### src/hw/rtl/kms_pkg.sv
// kms_pkg: shared widths, constants and controller/datapath interface types
// for the k-mer minimizer selector. No dependencies.
`timescale 1ns / 1ps

package kms_pkg;

	// window depth in k-mers
	localparam int WINDOW_MAX = 16;

	// widths that follow from the window depth
	localparam int IDX_W = $clog2(WINDOW_MAX);
	localparam int CNT_W = $clog2(WINDOW_MAX + 1);

	// fixed field widths
	localparam int KMER_W    = 64;
	localparam int KLEN_W    = 6;
	localparam int WLEN_W    = 5;
	localparam int CFG_IDX_W = 2;
	localparam int CFG_DAT_W = 6;
	localparam int BASE_W    = 2;

	// longest k-mer in bases
	localparam logic [KLEN_W-1:0] KMER_MAX = 6'd32;

	// configuration register indexes
	localparam logic [CFG_IDX_W-1:0] CFG_KMER_LENGTH   = 2'd0;
	localparam logic [CFG_IDX_W-1:0] CFG_WINDOW_LENGTH = 2'd1;

	// controller to datapath
	typedef struct packed {
		logic step;    // take the accepted base into the run state
		logic load;    // start the window scan at the oldest entry
		logic scan;    // compare one more window entry
		logic commit;  // write the result and finish the item
	} kms_cmd_t;

	// datapath to controller
	typedef struct packed {
		logic win_needed;  // this item completes a full window
		logic scan_done;   // no entries left to compare
		logic res_valid;   // the item yields a result
		logic out_free;    // output register can take a result
	} kms_stat_t;

endpackage

### src/hw/rtl/kms_ctrl.sv
// kms_ctrl: sequencing state machine of the k-mer minimizer selector.
// Depends on kms_pkg for the command and status types.
`timescale 1ns / 1ps

module kms_ctrl (
	input  logic              clk,
	input  logic              arst_n,
	input  logic              in_valid,
	output logic              in_ready,
	input  kms_pkg::kms_stat_t stat,
	output kms_pkg::kms_cmd_t  cmd
);

	typedef enum logic [1:0] {
		ST_IDLE,
		ST_LOAD,
		ST_SCAN,
		ST_DECIDE
	} state_t;

	state_t state_q;
	state_t state_d;

	always_comb begin
		state_d  = state_q;
		cmd      = '0;
		in_ready = 1'b0;
		case (state_q)
			ST_IDLE: begin
				in_ready = 1'b1;
				if (in_valid) begin
					cmd.step = 1'b1;
					state_d  = ST_LOAD;
				end
			end
			ST_LOAD: begin
				if (stat.win_needed) begin
					cmd.load = 1'b1;
					state_d  = ST_SCAN;
				end else begin
					state_d = ST_DECIDE;
				end
			end
			ST_SCAN: begin
				if (stat.scan_done) begin
					state_d = ST_DECIDE;
				end else begin
					cmd.scan = 1'b1;
				end
			end
			ST_DECIDE: begin
				// hold while a result waits for the output register
				if (!stat.res_valid || stat.out_free) begin
					cmd.commit = 1'b1;
					state_d    = ST_IDLE;
				end
			end
			default: begin
				state_d = ST_IDLE;
			end
		endcase
	end

	always_ff @(posedge clk or negedge arst_n) begin
		if (!arst_n) begin
			state_q <= ST_IDLE;
		end else begin
			state_q <= state_d;
		end
	end

endmodule

### src/hw/rtl/kms_datapath.sv
// kms_datapath: rolling k-mer, run counters, window shift line, min scan
// and output register. Depends on kms_pkg.
`timescale 1ns / 1ps

module kms_datapath (
	input  logic                            clk,
	input  logic                            arst_n,
	input  kms_pkg::kms_cmd_t               cmd,
	output kms_pkg::kms_stat_t              stat,
	input  logic [kms_pkg::KLEN_W-1:0]      k_eff,
	input  logic [kms_pkg::CNT_W-1:0]       w_eff,
	input  logic [kms_pkg::BASE_W-1:0]      base_code,
	input  logic                            base_invalid,
	input  logic                            region_last,
	output logic                            out_valid,
	input  logic                            out_ready,
	output logic [kms_pkg::KMER_W-1:0]      kmer_value,
	output logic                            short_run_pick
);

	localparam logic [kms_pkg::CNT_W-1:0] WIN_NONE = kms_pkg::CNT_W'(kms_pkg::WINDOW_MAX);

	logic [kms_pkg::KMER_W-1:0] rolling_q;
	logic [kms_pkg::KLEN_W-1:0] vrl_q;
	logic [kms_pkg::CNT_W-1:0]  count_q;
	logic [kms_pkg::CNT_W-1:0]  age_q;
	logic [kms_pkg::KMER_W-1:0] short_min_q;
	logic [kms_pkg::KMER_W-1:0] store_q [kms_pkg::WINDOW_MAX];
	logic                       win_needed_q;
	logic                       close_q;
	logic [kms_pkg::IDX_W-1:0]  best_q;
	logic [kms_pkg::IDX_W-1:0]  j_q;
	logic [kms_pkg::KMER_W-1:0] bv_q;
	logic                       out_valid_q;
	logic [kms_pkg::KMER_W-1:0] kmer_value_q;
	logic                       short_pick_q;

	logic [kms_pkg::KMER_W-1:0] mask;
	logic [kms_pkg::KMER_W-1:0] rolling_n;
	logic [kms_pkg::KLEN_W-1:0] vrl_n;
	logic [kms_pkg::CNT_W-1:0]  count_n;
	logic                       kmer_made;
	logic [kms_pkg::CNT_W-1:0]  wm1;
	logic [kms_pkg::IDX_W-1:0]  j_n;
	logic                       pick_ok;
	logic                       short_ok;
	logic [kms_pkg::KMER_W-1:0] res_value;

	// new k-mer from the accepted base
	always_comb begin
		if (k_eff >= kms_pkg::KMER_MAX) begin
			mask = '1;
		end else begin
			mask = ~({kms_pkg::KMER_W{1'b1}} << {k_eff, 1'b0});
		end
		rolling_n = ({rolling_q[kms_pkg::KMER_W-3:0], base_code}) & mask;
		vrl_n     = (vrl_q < kms_pkg::KMER_MAX) ? vrl_q + 1'b1 : vrl_q;
		count_n   = (count_q < WIN_NONE) ? count_q + 1'b1 : count_q;
		kmer_made = !base_invalid && (vrl_n >= k_eff);
	end

	assign wm1 = w_eff - 1'b1;
	assign j_n = j_q - 1'b1;

	// end-of-item decision
	assign pick_ok   = win_needed_q && ({1'b0, best_q} != age_q);
	assign short_ok  = close_q && (count_q != '0) && (count_q < w_eff);
	assign res_value = pick_ok ? bv_q : short_min_q;

	assign stat.win_needed = win_needed_q;
	assign stat.scan_done  = (j_q == '0);
	assign stat.res_valid  = pick_ok || short_ok;
	assign stat.out_free   = !out_valid_q || out_ready;

	// run state
	always_ff @(posedge clk or negedge arst_n) begin
		if (!arst_n) begin
			rolling_q    <= '0;
			vrl_q        <= '0;
			count_q      <= '0;
			age_q        <= WIN_NONE;
			short_min_q  <= '1;
			win_needed_q <= 1'b0;
			close_q      <= 1'b0;
		end else if (cmd.step) begin
			close_q      <= base_invalid || region_last;
			win_needed_q <= kmer_made && (count_n >= w_eff);
			if (!base_invalid) begin
				rolling_q <= rolling_n;
				vrl_q     <= vrl_n;
			end
			if (kmer_made) begin
				count_q <= count_n;
				if (rolling_n < short_min_q) begin
					short_min_q <= rolling_n;
				end
				if (age_q < WIN_NONE) begin
					age_q <= age_q + 1'b1;
				end
			end
		end else if (cmd.commit) begin
			if (close_q) begin
				rolling_q   <= '0;
				vrl_q       <= '0;
				count_q     <= '0;
				age_q       <= WIN_NONE;
				short_min_q <= '1;
			end else if (pick_ok) begin
				age_q <= {1'b0, best_q};
			end
		end
	end

	// window shift line, newest at entry 0
	always_ff @(posedge clk) begin
		if (cmd.step && kmer_made) begin
			for (int i = kms_pkg::WINDOW_MAX - 1; i > 0; i--) begin
				store_q[i] <= store_q[i-1];
			end
			store_q[0] <= rolling_n;
		end
	end

	// minimum scan, oldest first, strict compare keeps the oldest on ties
	always_ff @(posedge clk or negedge arst_n) begin
		if (!arst_n) begin
			j_q <= '0;
		end else if (cmd.load) begin
			j_q <= wm1[kms_pkg::IDX_W-1:0];
		end else if (cmd.scan) begin
			j_q <= j_n;
		end
	end

	always_ff @(posedge clk) begin
		if (cmd.load) begin
			best_q <= wm1[kms_pkg::IDX_W-1:0];
			bv_q   <= store_q[wm1[kms_pkg::IDX_W-1:0]];
		end else if (cmd.scan && (store_q[j_n] < bv_q)) begin
			best_q <= j_n;
			bv_q   <= store_q[j_n];
		end
	end

	// output register
	always_ff @(posedge clk or negedge arst_n) begin
		if (!arst_n) begin
			out_valid_q <= 1'b0;
		end else if (cmd.commit && stat.res_valid) begin
			out_valid_q <= 1'b1;
		end else if (out_ready) begin
			out_valid_q <= 1'b0;
		end
	end

	always_ff @(posedge clk) begin
		if (cmd.commit && stat.res_valid) begin
			kmer_value_q <= res_value;
			short_pick_q <= !pick_ok;
		end
	end

	assign out_valid      = out_valid_q;
	assign kmer_value     = kmer_value_q;
	assign short_run_pick = short_pick_q;

endmodule

### src/hw/rtl/kmer_minimizer_selector.sv
// kmer_minimizer_selector: top level with configuration registers,
// sequencing controller and datapath. Depends on kms_pkg, kms_ctrl, kms_datapath.
`timescale 1ns / 1ps

//  channel   signals                                    direction  request
//  -------   -----------------------------------------  ---------  ---------------
//  input     in_valid/in_ready, base_code,              in         one base
//            base_invalid, region_last
//  output    out_valid/out_ready, kmer_value,           out        one picked k-mer
//            short_run_pick
//  config    cfg_valid/cfg_ready, cfg_index, cfg_data   in         one register write
//
//  a base that completes no full window goes from idle through load to decide; one that
//    does also passes the scan state, a one-entry-per-cycle minimum scan over the
//    clamped window length of the window shift line
//  one base is in flight at a time; in_ready is high only when the controller idles
//  a result waits in the output register; the next base is taken meanwhile, and the
//    controller stalls only when a second result meets a full output register
//  reset clears the run state, the counters and the output valid; the window line
//    needs no clearing since only entries written in the current run are read

module kmer_minimizer_selector (
	input  logic                               clk,
	input  logic                               arst_n,
	// base input
	input  logic                               in_valid,
	output logic                               in_ready,
	input  logic [kms_pkg::BASE_W-1:0]         base_code,
	input  logic                               base_invalid,
	input  logic                               region_last,
	// picked k-mers
	output logic                               out_valid,
	input  logic                               out_ready,
	output logic [kms_pkg::KMER_W-1:0]         kmer_value,
	output logic                               short_run_pick,
	// register writes
	input  logic                               cfg_valid,
	output logic                               cfg_ready,
	input  logic [kms_pkg::CFG_IDX_W-1:0]      cfg_index,
	input  logic [kms_pkg::CFG_DAT_W-1:0]      cfg_data
);

	logic [kms_pkg::KLEN_W-1:0] kmer_length_q;
	logic [kms_pkg::WLEN_W-1:0] window_length_q;
	logic [kms_pkg::KLEN_W-1:0] k_eff;
	logic [kms_pkg::CNT_W-1:0]  w_eff;
	kms_pkg::kms_cmd_t          cmd;
	kms_pkg::kms_stat_t         stat;

	// each write goes straight into its register, so the port never pushes back
	assign cfg_ready = 1'b1;

	always_ff @(posedge clk or negedge arst_n) begin
		if (!arst_n) begin
			kmer_length_q   <= 6'd31;
			window_length_q <= 5'd1;
		end else if (cfg_valid) begin
			case (cfg_index)
				kms_pkg::CFG_KMER_LENGTH: begin
					kmer_length_q <= cfg_data;
				end
				kms_pkg::CFG_WINDOW_LENGTH: begin
					window_length_q <= cfg_data[kms_pkg::WLEN_W-1:0];
				end
				default: begin
					// unmapped index, write dropped
				end
			endcase
		end
	end

	// clamp k to 1..32
	always_comb begin
		if (kmer_length_q == '0) begin
			k_eff = 6'd1;
		end else if (kmer_length_q > kms_pkg::KMER_MAX) begin
			k_eff = kms_pkg::KMER_MAX;
		end else begin
			k_eff = kmer_length_q;
		end
	end

	// clamp window to 1..window depth
	always_comb begin
		if (window_length_q == '0) begin
			w_eff = kms_pkg::CNT_W'(1);
		end else if (32'(window_length_q) > 32'(kms_pkg::WINDOW_MAX)) begin
			w_eff = kms_pkg::CNT_W'(kms_pkg::WINDOW_MAX);
		end else begin
			w_eff = kms_pkg::CNT_W'(window_length_q);
		end
	end

	kms_ctrl u_ctrl (
		.clk      (clk),
		.arst_n   (arst_n),
		.in_valid (in_valid),
		.in_ready (in_ready),
		.stat     (stat),
		.cmd      (cmd)
	);

	kms_datapath u_datapath (
		.clk            (clk),
		.arst_n         (arst_n),
		.cmd            (cmd),
		.stat           (stat),
		.k_eff          (k_eff),
		.w_eff          (w_eff),
		.base_code      (base_code),
		.base_invalid   (base_invalid),
		.region_last    (region_last),
		.out_valid      (out_valid),
		.out_ready      (out_ready),
		.kmer_value     (kmer_value),
		.short_run_pick (short_run_pick)
	);

	// controller issues at most one datapath command per cycle
	a_cmd_onehot: assert property (@(posedge clk) disable iff (!arst_n)
		$onehot0({cmd.step, cmd.load, cmd.scan, cmd.commit}))
		else $error("more than one datapath command");

	// one base in flight: no request taken in the cycle after one is taken
	a_single_item: assert property (@(posedge clk) disable iff (!arst_n)
		(in_valid && in_ready) |=> !in_ready)
		else $error("second base taken while one is in flight");

	// a result is only written when the output register can hold it
	a_no_overwrite: assert property (@(posedge clk) disable iff (!arst_n)
		(cmd.commit && stat.res_valid) |-> stat.out_free)
		else $error("result written over a pending one");

	// a committed result shows up at the output next cycle
	a_result_shown: assert property (@(posedge clk) disable iff (!arst_n)
		(cmd.commit && stat.res_valid) |=> out_valid)
		else $error("committed result not presented");

endmodule
### config.mk
export PLATFORM = sky130hd
export DESIGN_NAME = kmer_minimizer_selector
export DESIGN_NICKNAME = d
export VERILOG_FILES = /design/src/hw/rtl/kms_pkg.sv /design/src/hw/rtl/kms_ctrl.sv /design/src/hw/rtl/kms_datapath.sv /design/src/hw/rtl/kmer_minimizer_selector.sv
export SDC_FILE = /design/constraint.sdc
export NUM_CORES = 2
export LEC_CHECK = 0
export BUFFER_PORTS_ARGS = -buffer_cell sky130_fd_sc_hd__buf_2
export CAP_MARGIN = 20
export CORE_MARGIN = 3
export CORE_UTILIZATION = 45
export DETAILED_ROUTE_END_ITERATION = 6
export SYNTH_ARGS = -nofsm -noshare
export SYNTH_HDL_FRONTEND = slang
export SYNTH_SLANG_ARGS = --single-unit
### constraint.sdc
create_clock -name clk -period 11.7 [get_ports clk]
set_clock_uncertainty 0.15 [all_clocks]
set_input_delay 1.755 -clock clk [delete_from_list [all_inputs] [get_ports clk]]
set_output_delay 1.755 -clock clk [all_outputs]
set_load 0.02 [all_outputs]
# Yosys cells after proc, flatten, opt, wreduce, memory -nomap -nowiden
# Memories as Yosys holds them, arrays and structs flattened.
# Index checks and enable logic that the tools add are counted.
[word_totals]
reg_bits = 295
mem_bits_rw = 1024
output_inout_bits = 68
memories = 1
elab_cells = 138
[classes]
n_lt_le_gt_ge = 11
n_addsub = 5
n_shift = 1
reduce_logical = 35
n_mux = 55
eq_ne = 12
bitwise = 2
[memory_table]
columns = ["memory", "depth", "width", "read_ports", "rd_clocked_by_memory_dff", "wr", "line", "source"]
rows = [
  ["u_datapath.store_q", 16, 64, 17, 0, 16, "kms_datapath.sv:28", "logic [kms_pkg::KMER_W-1:0] store_q [kms_pkg::WINDOW_MAX];"],
]
[ops]
columns = ["cell", "count"]
rows = [
  ["64-bit 2-to-1 mux", 9],
  ["62-bit 2-to-1 mux", 4],
  ["64-bit < comparator", 2],
  ["5-bit 2-to-1 mux", 13],
  ["64-bit bitwise AND", 1],
  ["64-bit NOT", 1],
  ["64-bit by 7-bit left shift with 64-bit output, first input constant", 1],
  ["6-bit 2-to-1 mux", 7],
  ["4-bit 2-to-1 mux", 4],
  ["1-bit 2-to-1 mux", 14],
  ["2-bit != test, second input constant", 6],
  ["5-bit by 1-bit adder with 5-bit output, second input constant", 2],
  ["5-bit < comparator, second input constant", 2],
  ["2-bit nonzero test", 5],
  ["3-bit AND reduction", 3],
  ["1-bit logical AND", 8],
  ["2-bit case mux with 4 select lines", 1],
  ["4-bit AND reduction", 2],
  ["4-bit by 1-bit subtractor with 4-bit output, second input constant", 2],
  ["6-bit by 1-bit adder with 6-bit output, second input constant", 1],
  ["6-bit greater-or-equal comparator", 1],
  ["6-bit greater-or-equal comparator, second input constant", 1],
  ["6-bit greater-than comparator, second input constant", 1],
  ["6-bit logical NOT", 1],
  ["other kinds (17)", 29],
]

# Longest topological paths before layout
[depth]
word_depth = 12
mapped_depth = 19
ltp_nobuf = 15

# Modules after synthesis
# A second synthesis with hierarchy kept.
[unflattened]
hier_cells = 3336
area_unflattened_um2 = 62243.4
[by_module_without_submodules]
columns = ["mod", "seq_area_each_um2", "cells_each", "area_each_um2", "instances"]
rows = [
  ["kms_datapath", 38553.2, 3275, 61512.7, 1],
  ["kmer_minimizer_selector", 282.8, 41, 526.8, 1],
  ["kms_ctrl", 50.0, 20, 203.9, 1],
]

# Worst setup path after synthesis
# No wires, ideal clock.
[synth_timing]
path_kind = "input port to flip-flop"
from = "input port in_valid"
to = "register u_datapath.short_min_q[0] (netlist bit)"
slack_ns = 0.307
path_stages = 10
required_ns = 11.482
setup_time_ns = 0.068
t_arrival_ns = 11.175
path_cell_list = "and2_1 > buf_6 > nand2b_4 > or4_4 > and2_4 > inv_4 > o221ai_4 > a221oi_4 > buf_6 > a2bb2oi_2"
[synth_via]
elab_chain_len = 4
elab_cells_between_ends = 8
classes_between = "eq/ne: 2; mux: 3; reduce/logical: 3"
[synth_rtl]
columns = ["element", "line", "source"]
rows = [
  ["start: declaration", "kmer_minimizer_selector.sv:26", "input logic in_valid,"],
  ["1-bit 2-to-1 mux *", "kms_ctrl.sv:31", "if (in_valid) begin"],
  ["1-bit 2-to-1 mux *", "kms_ctrl.sv:28", "case (state_q)"],
  ["2-bit != test (no line) or 2-bit nonzero test (tied branches)", "-", ""],
  ["4-bit AND reduction (no line)", "-", ""],
  ["end signal: assignment", "kms_datapath.sv:95", "short_min_q <= rolling_n;"],
  ["end: declaration", "kms_datapath.sv:27", "logic [kms_pkg::KMER_W-1:0] short_min_q;"],
]
# Every way passes the cells marked *; elsewhere a longest branch is shown, timed or not.
# A chain may end at the register's enable or synchronous reset.

# Worst setup path after layout
[layout_timing]
from = "register u_datapath.j_q[0] (netlist bit)"
to = "register u_datapath.bv_q[7] (netlist bit) (enable)"
[layout_via]
elab_chain_len = 5
elab_cells_between_ends = 8
classes_between = "add/sub: 1; order compare: 1; mux: 2; reduce/logical: 3; memory: 1"
[layout_rtl]
columns = ["element", "line", "source"]
rows = [
  ["start: declaration", "kms_datapath.sv:32", "logic [kms_pkg::IDX_W-1:0] j_q;"],
  ["start signal: assignment", "kms_datapath.sv:129", "j_q <= wm1[kms_pkg::IDX_W-1:0];"],
  ["start signal: assignment", "kms_datapath.sv:131", "j_q <= j_n;"],
  ["4-bit by 1-bit subtractor with 4-bit output or 4-bit logical NOT (tied branches)", "kms_datapath.sv:63, kms_datapath.sv:71", ""],
  ["memory 16 x 64 bit or 1-bit 2-to-1 mux (tied branches)", "-", ""],
  ["64-bit < comparator or 1-bit 2-to-1 mux (tied branches)", "kms_datapath.sv:139, kms_ctrl.sv:28", ""],
  ["1-bit logical AND *", "kms_datapath.sv:139", "end else if (cmd.scan && (store_q[j_n] < bv_q)) begin"],
  ["2-bit nonzero test (no line) *", "-", ""],
  ["end signal: assignment", "kms_datapath.sv:138", "bv_q <= store_q[wm1[kms_pkg::IDX_W-1:0]];"],
  ["end signal: assignment", "kms_datapath.sv:141", "bv_q <= store_q[j_n];"],
  ["end: declaration", "kms_datapath.sv:33", "logic [kms_pkg::KMER_W-1:0] bv_q;"],
]
# Marks and branches as above.

==> impl_results.md <==
- Slew headroom: 0.154
- Vias: 34800
- Power Dens Cells: 262 nW/µm²
- Post-CTS Resized: 0
- Reg2reg end: u_datapath.bv_q[7]
- Synth Net Count: 3904
- Post-synth top area cell: edfxtp_1
- Clk buf depth: 3
- First-pass GRT wire length: 224000 µm
- Die span in x: 379 µm
- Worst Tran Pin Value: 1270 ps
- Filler cell count: 11400
- Num rows: 136
- Routed len/inst: 25.4 µm
- Synth Warn #: 0
- Total grt overflow: 0
- Gr usage total: 0.206
- Data arrival time of the worst path: 8040 ps
- Vias in the first global route: 35400
- RSZ-0062 raised after global routing: false
- Crit Path Class: reg2reg
- Cells after synthesis: 3736
- Mux share of post-synthesis cell area: 0.210
- CP startpoint kind: flip-flop
- Largest net degree at the start of global routing: 198
- H-tree depth: 4
- Worst Setup SP: u_datapath.j_q[0]
- Flops & latches, synth: 1319
- Crit path capture type: flip-flop
- Commonest non-fill, non-tap cell in the layout: edfxtp_1
- Core area: 138000 µm²
- Max-cap violations: 0
- Worst Slack Setup Final: 3890 ps
- Period Utilization, post-route: 0.667
- Clock Root Buffer: clkbuf_16
- Synth Area in Compound Gates: 0.0566
- R2r setup slk: 3890 ps
- Synth Area in XOR/XNOR: 0.00223
- Met3 Routed Length: 10800 µm
- Hold Vio Cnt, Final: 0
- Pre-CTS setup slack: 3780 ps
- VDD IR max: 247 µV
- Reg2Reg Depth: 14
- Routed Antenna Nets: 0
- Post-Route M1 WL: 63600 µm
- Netlist cell types: 74
- Post-Route WL: 146000 µm
- Clock Pin Slew Worst Setup and Hold Paths: 60 ps
- Via density: 6.03
- Setup TNS: 0 ps
- Initial Util: 0.454
- Run status: finished, final reports clean
- I/O pin count: 85
- Final core utilization: 0.506
- Layout cells sized above 1: 0.279
- Sequential cell area fraction in the yosys report: 0.620
- GP Congestion: 0.790
- Adder-cell area share of the yosys netlist: 0.0301
- Synth Area in Simple Gates: 0.0525
- TritonCTS Sinks: 1319
- Final min period: 7810 ps
- Yosys top cell area share: 0.554
- Die H: 379 µm
- Detailed placement HPWL: 85100 µm
- Synth area leaders: edfxtp_1 (55%), mux4_2 (21%), dfrtp_1 (3.6%)
- Setup Fix Bufs, Post-CTS: 0
- Top Layer Used: met5
- Die ar.: 144000 µm²
- Crit path to: u_datapath.bv_q[7]
- DRT Pass-1 Iters: 6
- Async set-reset flop share out of synthesis: 0.123
- Fin. max-slew vios: 0
- Top FF cell, synth: edfxtp_1
- CTS Hold Buffers Added: 0
- Clk_lat worst skew: 780 ps
- Critical path required time: 11930 ps
- Lkg Pwr: 24.9 nW
- CTS tree: done
- CP max FO: 108
- Cts bufs inserted: 148
- Drt drc: 0
- Worst hold slack: 302 ps
- DRC marker count from the first detailed-route iteration: 3523
- Most frequent cells in the layout: edfxtp_1 (1157), mux4_2 (576), nand2_1 (492)
- PortBufs: 83
- Peak Freq: 0.128 GHz
- WL met2: 68200 µm
- Synth Cell Area: 62700 µm²
- R2r startpoint: u_datapath.j_q[0]
- Number of synthesized flops with an enable pin: 1157
- Setup Viol. Count Final: 0
- Final nets: 3957
- Area Overhead vs Synth: 11.4%
- Mean Syn Cell Area: 16.8 µm²
- Largest family of logic cells by synthesized area: multiplexers
- Antenna violations before repair: 4
- Tightest Hold Check Type: reg2reg
[cell families (layout without fill, tap and decap cells)]
kind of cell,Yosys count,after routing
flip-flops,1319,1319
AND/OR/NAND/NOR,762,762
multiplexers,593,593
buffers and inverters,450,621
AO/OA/AOI/OAI,444,444
adder cells (fa/ha/maj),151,151
XOR/XNOR,16,16
other,1,2
[synthesized netlist by cell type, types with 38 or more instances]
cell type	instances
a2bb2oi_2	60
a311oi_1	62
inv_1	211
o31ai_1	62
nor2_1	98
a21oi_1	51
nand2_1	493
dfrtp_1	91
dfstp_2	71
buf_1	38
clkbuf_1	155
o21ai_0	113
mux4_2	576
ha_1	151
and3_1	64
edfxtp_1	1157
[area by class of cell]
type | instances | area, µm² | area share
antenna | 1 | 2.50 | 0.0000358
clock buffer | 200 | 4080 | 0.0584
clock inverter | 68 | 577 | 0.00826
inverter | 213 | 818 | 0.0117
multi-input combinational | 1967 | 22200 | 0.317
sequential | 1319 | 38900 | 0.557
tap | 1863 | 2330 | 0.0334
timing repair buffer | 140 | 980 | 0.0140
[sequential cells by signal, indices dropped and copies added, names as in the netlist, 5 cells and up]
signal and count:
u_datapath.bv_q 64, u_datapath.age_q 5, window_length_q 5, u_datapath.kmer_value 64, u_datapath.short_min_q 64, u_datapath.vrl_q 6
u_datapath.store_q 1024, u_datapath.rolling_q 62, u_datapath.count_q 5, kmer_length_q 6
[critical path: stages (launching register included)]
cell	delay, ps
dfrtp_4	680
buf_12	790
buf_4	880
mux4_2	610
mux4_2	500
ha_1	310
a21o_1	160
a221o_1	330
a221oi_1	280
o21ai_0	180
o21ai_0	310
buf_4	240
a2111oi_0	160
nor2_4	730
buf_4	890
[power breakdown]
part	internal, mW	switching, mW	total [mW]
logic	3.46	4.13	7.59
clock network	2.60	1.89	4.50
registers	5.89	0.309	6.20
[per-layer routing]
metal | global-route usage | up-vias
met5 | 0 | -
met2 | 0.315 | 1087
met3 | 0.0535 | 231
met1 | 0.292 | 18400
li1 | - | 15100
met4 | 0.0637 | 2
[per-stage QoR]
| stage | area, µm² | power (mW) | std cells |
|---|---|---|---|
| 5_1_grt | 69800 | 19.4 | 5770 |
| 2_1_floorplan | 62700 | 11.8 | 3736 |
| 4_1_cts | 69800 | 18.5 | 5769 |
| 3_5_place_dp | 65200 | 14.0 | 5501 |
| 3_3_place_gp | 65100 | 13.9 | 5499 |
| 6_report | 69800 | 18.3 | 5771 |
[worst min-delay path by stage]
stage | from | end | cells after the start
after CTS | u_datapath.store_q[1][3] | u_datapath.store_q[2][3] | 0
after global placement | u_datapath.store_q[13][3] | u_datapath.store_q[14][3] | 0
after floorplan | u_datapath.store_q[9][0] | u_datapath.store_q[10][0] | 0
final | u_datapath.store_q[10][35] | u_datapath.store_q[11][35] | 0
after detailed placement | u_datapath.store_q[9][28] | u_datapath.store_q[10][28] | 0
after global routing | u_datapath.store_q[13][47] | u_datapath.store_q[14][47] | 0
Power figures use the tool's default switching activity.
